[src/rtl/core/mrtu_pkg.sv]
`default_nettype none
package mrtu_pkg;

  localparam int HOLDING_WORDS_DEF   = 256;
  localparam int INPUT_WORDS_DEF     = 512;
  localparam int MAX_WRITE_WORDS_DEF = 16;
  localparam int MAX_READ_WORDS_DEF  = 29;
  localparam int RX_BYTES_DEF        = 64;

  // Item kinds on in_tuser.
  localparam logic [1:0] OP_FRAME     = 2'd0;
  localparam logic [1:0] OP_LOAD_IN   = 2'd1;
  localparam logic [1:0] OP_LOAD_HOLD = 2'd2;

  // Result kinds on out_tuser.
  localparam logic KIND_BYTE    = 1'b0;
  localparam logic KIND_RESTART = 1'b1;

  // Configuration register indexes.
  localparam logic CFG_SLAVE_ADDR = 1'b0;
  localparam logic CFG_PROT_LIMIT = 1'b1;

  // Function codes.
  localparam logic [7:0] FC_READ_HOLD  = 8'd3;
  localparam logic [7:0] FC_READ_INPUT = 8'd4;
  localparam logic [7:0] FC_WRITE_ONE  = 8'd6;
  localparam logic [7:0] FC_WRITE_MANY = 8'd16;

  localparam logic [15:0] CRC_INIT = 16'hFFFF;
  localparam logic [15:0] CRC_POLY = 16'hA001;

  typedef struct packed {
    logic       init;
    logic       load;
    logic [7:0] data;
  } crc_ctl_t;

endpackage
`default_nettype wire

[src/rtl/core/mrtu_crc.sv]
`default_nettype none
module mrtu_crc
  import mrtu_pkg::*;
(
  input  wire logic        clk,
  input  wire logic        rst_n,
  input  wire crc_ctl_t    ctl,
  output logic      [15:0] crc,
  output logic             busy
);

  // Bit-serial CRC-16: a byte is folded in at load, then one bit per cycle.
  logic [15:0] crc_r, crc_nxt;
  logic [3:0]  cnt_r, cnt_nxt;
  logic [15:0] base;

  always_comb begin
    base    = ctl.init ? CRC_INIT : crc_r;
    crc_nxt = base;
    cnt_nxt = cnt_r;
    if (ctl.load) begin
      crc_nxt = base ^ {8'd0, ctl.data};
      cnt_nxt = 4'd8;
    end else if (cnt_r != 4'd0) begin
      crc_nxt = crc_r[0] ? ((crc_r >> 1) ^ CRC_POLY) : (crc_r >> 1);
      cnt_nxt = cnt_r - 4'd1;
    end
  end

  always_ff @(posedge clk) begin
    if (!rst_n) begin
      crc_r <= CRC_INIT;
      cnt_r <= 4'd0;
    end else begin
      crc_r <= crc_nxt;
      cnt_r <= cnt_nxt;
    end
  end

  assign crc  = crc_r;
  assign busy = (cnt_r != 4'd0);

endmodule
`default_nettype wire

[config.mk]
export PLATFORM = sky130hd
export DESIGN_NAME = mrtu_crc
export DESIGN_NICKNAME = d
export VERILOG_FILES = /design/src/rtl/core/mrtu_pkg.sv /design/src/rtl/core/mrtu_crc.sv
export SDC_FILE = /design/constraint.sdc
export NUM_CORES = 1
export LEC_CHECK = 0
export CAP_MARGIN = 25
export CELL_PAD_IN_SITES_DETAIL_PLACEMENT = 1
export CELL_PAD_IN_SITES_GLOBAL_PLACEMENT = 1
export CORE_ASPECT_RATIO = 1.4
export CORE_MARGIN = 8
export CORE_UTILIZATION = 46
export CTS_BUF_LIST = sky130_fd_sc_hd__clkbuf_2 sky130_fd_sc_hd__clkbuf_4 sky130_fd_sc_hd__clkbuf_8
export DETAILED_ROUTE_END_ITERATION = 6
export DONT_BUFFER_PORTS = 1
export GPL_ROUTABILITY_DRIVEN = 1
export PLACE_DENSITY = 0.88
export SYNTH_ARGS = -nofsm -noshare
export SYNTH_HDL_FRONTEND = slang
export SYNTH_SLANG_ARGS = --single-unit
[constraint.sdc]
create_clock -name clk -period 1.9 [get_ports clk]
set_clock_uncertainty 0.05 [all_clocks]
set_input_delay 0.19 -clock clk [delete_from_list [all_inputs] [get_ports clk]]
set_output_delay 0.19 -clock clk [all_outputs]
set_load 0.05 [all_outputs]
==> metrics.csv <==
metric;value;unit
min-delay-path-class;in -> reg;
grt_start_max_net_pins;29;
cts_num_sinks;20;
final_max_slew_viol_count;0;
gp_congestion;0.796;
final.period_utilization;95.8;%
layout_common_cells;dfxtp_1, nor3_1, buf_4, nor2_1, o21ai_0;
dr_total_vias;972;
critPathLaunchType;flop;
final_period_minus_worst_setup_slack;1.82;ns
arrival;1.58;ns
ys_ff_latch;20;
timing.critical_path.required;1.66;ns
die-area;3930;sq um
grt_util_all_layers;15.1;%
drt_pass1_iterations;4;
num_antenna_cells;0;
syn_inst;119;
start_util;47.3;%
clock_tree.buffer_depth;2;
regToRegStartpoint;cnt_r[0]$_SDFFE_PP0N_;
finalCoreUtilization;54.5;%
synthesis.area;995;sq um
clock_pin_slew_reported_for_the_worst_setup_and_hold_paths_after_clock_tree_synthesis;0.11;ns
synth.lib_cells_used.distinct;25;
drc;0;
worst_path_dominant_cell_family;buffers and inverters;
most_used_dff_post_synth;dfxtp_1;
comb_power_share;29.4;%
root_buffer;clkbuf_4;
pwr-share-clk;23.0;%
io_pins;29;
die_w;55.3;um
total_leakage_power;0.383;nW
min_delay_worst_endpoint;crc[11]$_SDFF_PN1_;
grt_remaining_overflow;0;
synth_nets;132;
placeableCoreArea;2100;sq um
mostFrequentLayoutCell;dfxtp_1;
worst_setup_path_end_kind;output port;
drive_above_1_share;14.6;%
setup_slack_reg_to_reg;0.12;ns
yosysWarningCount;0;
max_slew.worst_pin.slew;0.618;ns
post_drt_wl_per_cell;20.1;um
post-dp-hpwl;1950;um
number_of_antenna_violations_at_the_first_check_in_global_routing;0;
cp_slowest_stage_delay;0.34;ns
post-place-ws;0.191;ns
synth-async-reset-ratio;0;%
min_delay_path_depth;2;
worstPathCellList;inv_1 > ha_1 > nor3b_4 > clkinv_4 > buf_4;
clock_latency;0.32;ns
grt_pass1_wl;5030;um
setup_viol;0;
port_buffers;0;
finalWirelength;3060;um
num-nets-final;144;
cts_tree;built;
swShare;37.4;%
ctsHtreeMaxLevel;1;
clock.fmax;549;MHz
setup.worst_path.class;reg -> out;
max-vdd-ir-drop;0.000609;V
hold_path_startpoint;ctl[8];
syn-mean-instance-area;8.36;sq um
power.sequential.fraction;47.6;%
cpMaxStageDelayCell;dfxtp_1;
critical_path.n_buffers_inverters;3;
r2r_cells;7;
yosysSeqAreaShare;40.3;%
std_cell_rows;20;
die_height;71.0;um
worst_slew_margin_rel;58.7;%
outcome;finished, final reports clean;
synthToLayoutAreaGrowth;15.2;%
power-per-cell-area;981;nW/um^2
vias_per_cell;6.39;
worst_r2r_endpoint;crc[4]$_SDFF_PN1_;
detail-route-antenna-nets;0;
cell_internal_pwr;704;uW
drt_first_iter_violations;21;
hold_viol_final;0;
synth_enable_flop_cells;0;
post-route-worst-setup-slack;0.0799;ns
cts_buffers;3;
setup-tns-final;0;ns
p_switching;420;uW
grt_pass1_vias;1046;
cap_viol_max_count;0;
path_max_fanout;7;
==> state kept, by name, indices dropped and copies added, names as in the netlist <==
signal,flops
crc,16
cnt_r,4
==> through the flow <==
stage                     hold WS [ns]  cells  power (mW)  area, sq um
after CTS                      0.00374    148        1.09         1110
after floorplan                  0.231    119       0.763          995
after global placement           0.222    139       0.795         1030
final                          0.00387    152        1.12         1150
after detailed placement         0.222    139       0.810         1030
after global routing           0.00685    152        1.17         1150
==> power by group through the flow <==
stage | clock (mW) | sequential [mW] | combinational, mW
6_report | 0.259 | 0.535 | 0.330
5_1_grt | 0.278 | 0.540 | 0.355
4_1_cts | 0.263 | 0.535 | 0.296
3_5_place_dp | 0 | 0.544 | 0.266
3_3_place_gp | 0 | 0.541 | 0.254
2_1_floorplan | 0 | 0.552 | 0.211
==> cells in the mapped netlist, types with 2 or more instances <==
master | n | area [sq um]
nor2_1 | 10 | 37.5
a211oi_1 | 8 | 60.1
a21oi_1 | 2 | 10.0
or3_1 | 7 | 43.8
dfxtp_1 | 20 | 400
o21ai_0 | 10 | 50.1
o21ai_1 | 5 | 25.0
clkbuf_1 | 7 | 26.3
xnor2_1 | 4 | 35.0
nand3_1 | 7 | 35.0
inv_1 | 3 | 11.3
nor3_1 | 17 | 85.1
o311ai_0 | 7 | 61.3
==> worst register-to-register path, stage by stage, from the launching register on <==
cell and delay (ns):
dfxtp_1 0.34, inv_1 0.10, ha_1 0.22, nor3b_4 0.28
buf_4 0.17, buf_4 0.14, nor2_1 0.05, o311ai_0 0.33
==> kinds of logic (layout without fill, tap and decap cells) <==
kind of cell    Yosys count  after routing  share of synthesized area [%]
simple gates             44             44                           23.1
compound gates           34             34                           23.3
flops                    20             20                           40.3
buf+inv                  14             25                           6.67
xor+xnor                  5              5                           4.40
fa+ha+maj                 1              1                           1.26
mux                       1              1                           1.01
==> cell type report <==
| type | count | area [sq um] |
|---|---|---|
| fillers | 264 | 956 |
| multi-input cells | 85 | 528 |
| flip-flops and latches | 20 | 400 |
| repair buffers | 16 | 130 |
| clock buffers | 4 | 36.3 |
| well taps | 22 | 27.5 |
| inverters | 5 | 23.8 |
==> worst max path at each step <==
stage / start / endpoint / slack (ns) / depth (start not counted)
6_report: cnt_r[0]$_SDFFE_PP0N_ / busy / 0.08 / 5
5_1_grt: cnt_r[0]$_SDFFE_PP0N_ / crc[1]$_SDFF_PN1_ / -0.004 / 7
4_1_cts: cnt_r[0]$_SDFFE_PP0N_ / busy / 0.05 / 5
3_5_place_dp: cnt_r[0]$_SDFFE_PP0N_ / crc[4]$_SDFF_PN1_ / 0.19 / 6
3_3_place_gp: cnt_r[0]$_SDFFE_PP0N_ / crc[4]$_SDFF_PN1_ / 0.34 / 6
2_1_floorplan: cnt_r[0]$_SDFFE_PP0N_ / crc[13]$_SDFF_PN1_ / 0.19 / 7
==> per-layer routing <==
metal  share of wire (%)  vias to the layer above  track usage (%)
met5                   0                        -                0
met4                 1.6                        0             5.49
met2                  51                       26             26.9
met3                 8.9                        5             5.72
met1                  38                      472             15.5
li1                    -                      469                -
==> repair_timing <==
| item | CTS | global route |
|---|---|---|
| gates resized for setup | 0 | 1 |
| hold buffers | 4 | 0 |
| hold endpoints to repair | 19 | 0 |
| buffers inserted | 1 | 4 |
| endpoints found under the setup margin | 1 | 1 |
(Power assumes the default switching activity.)
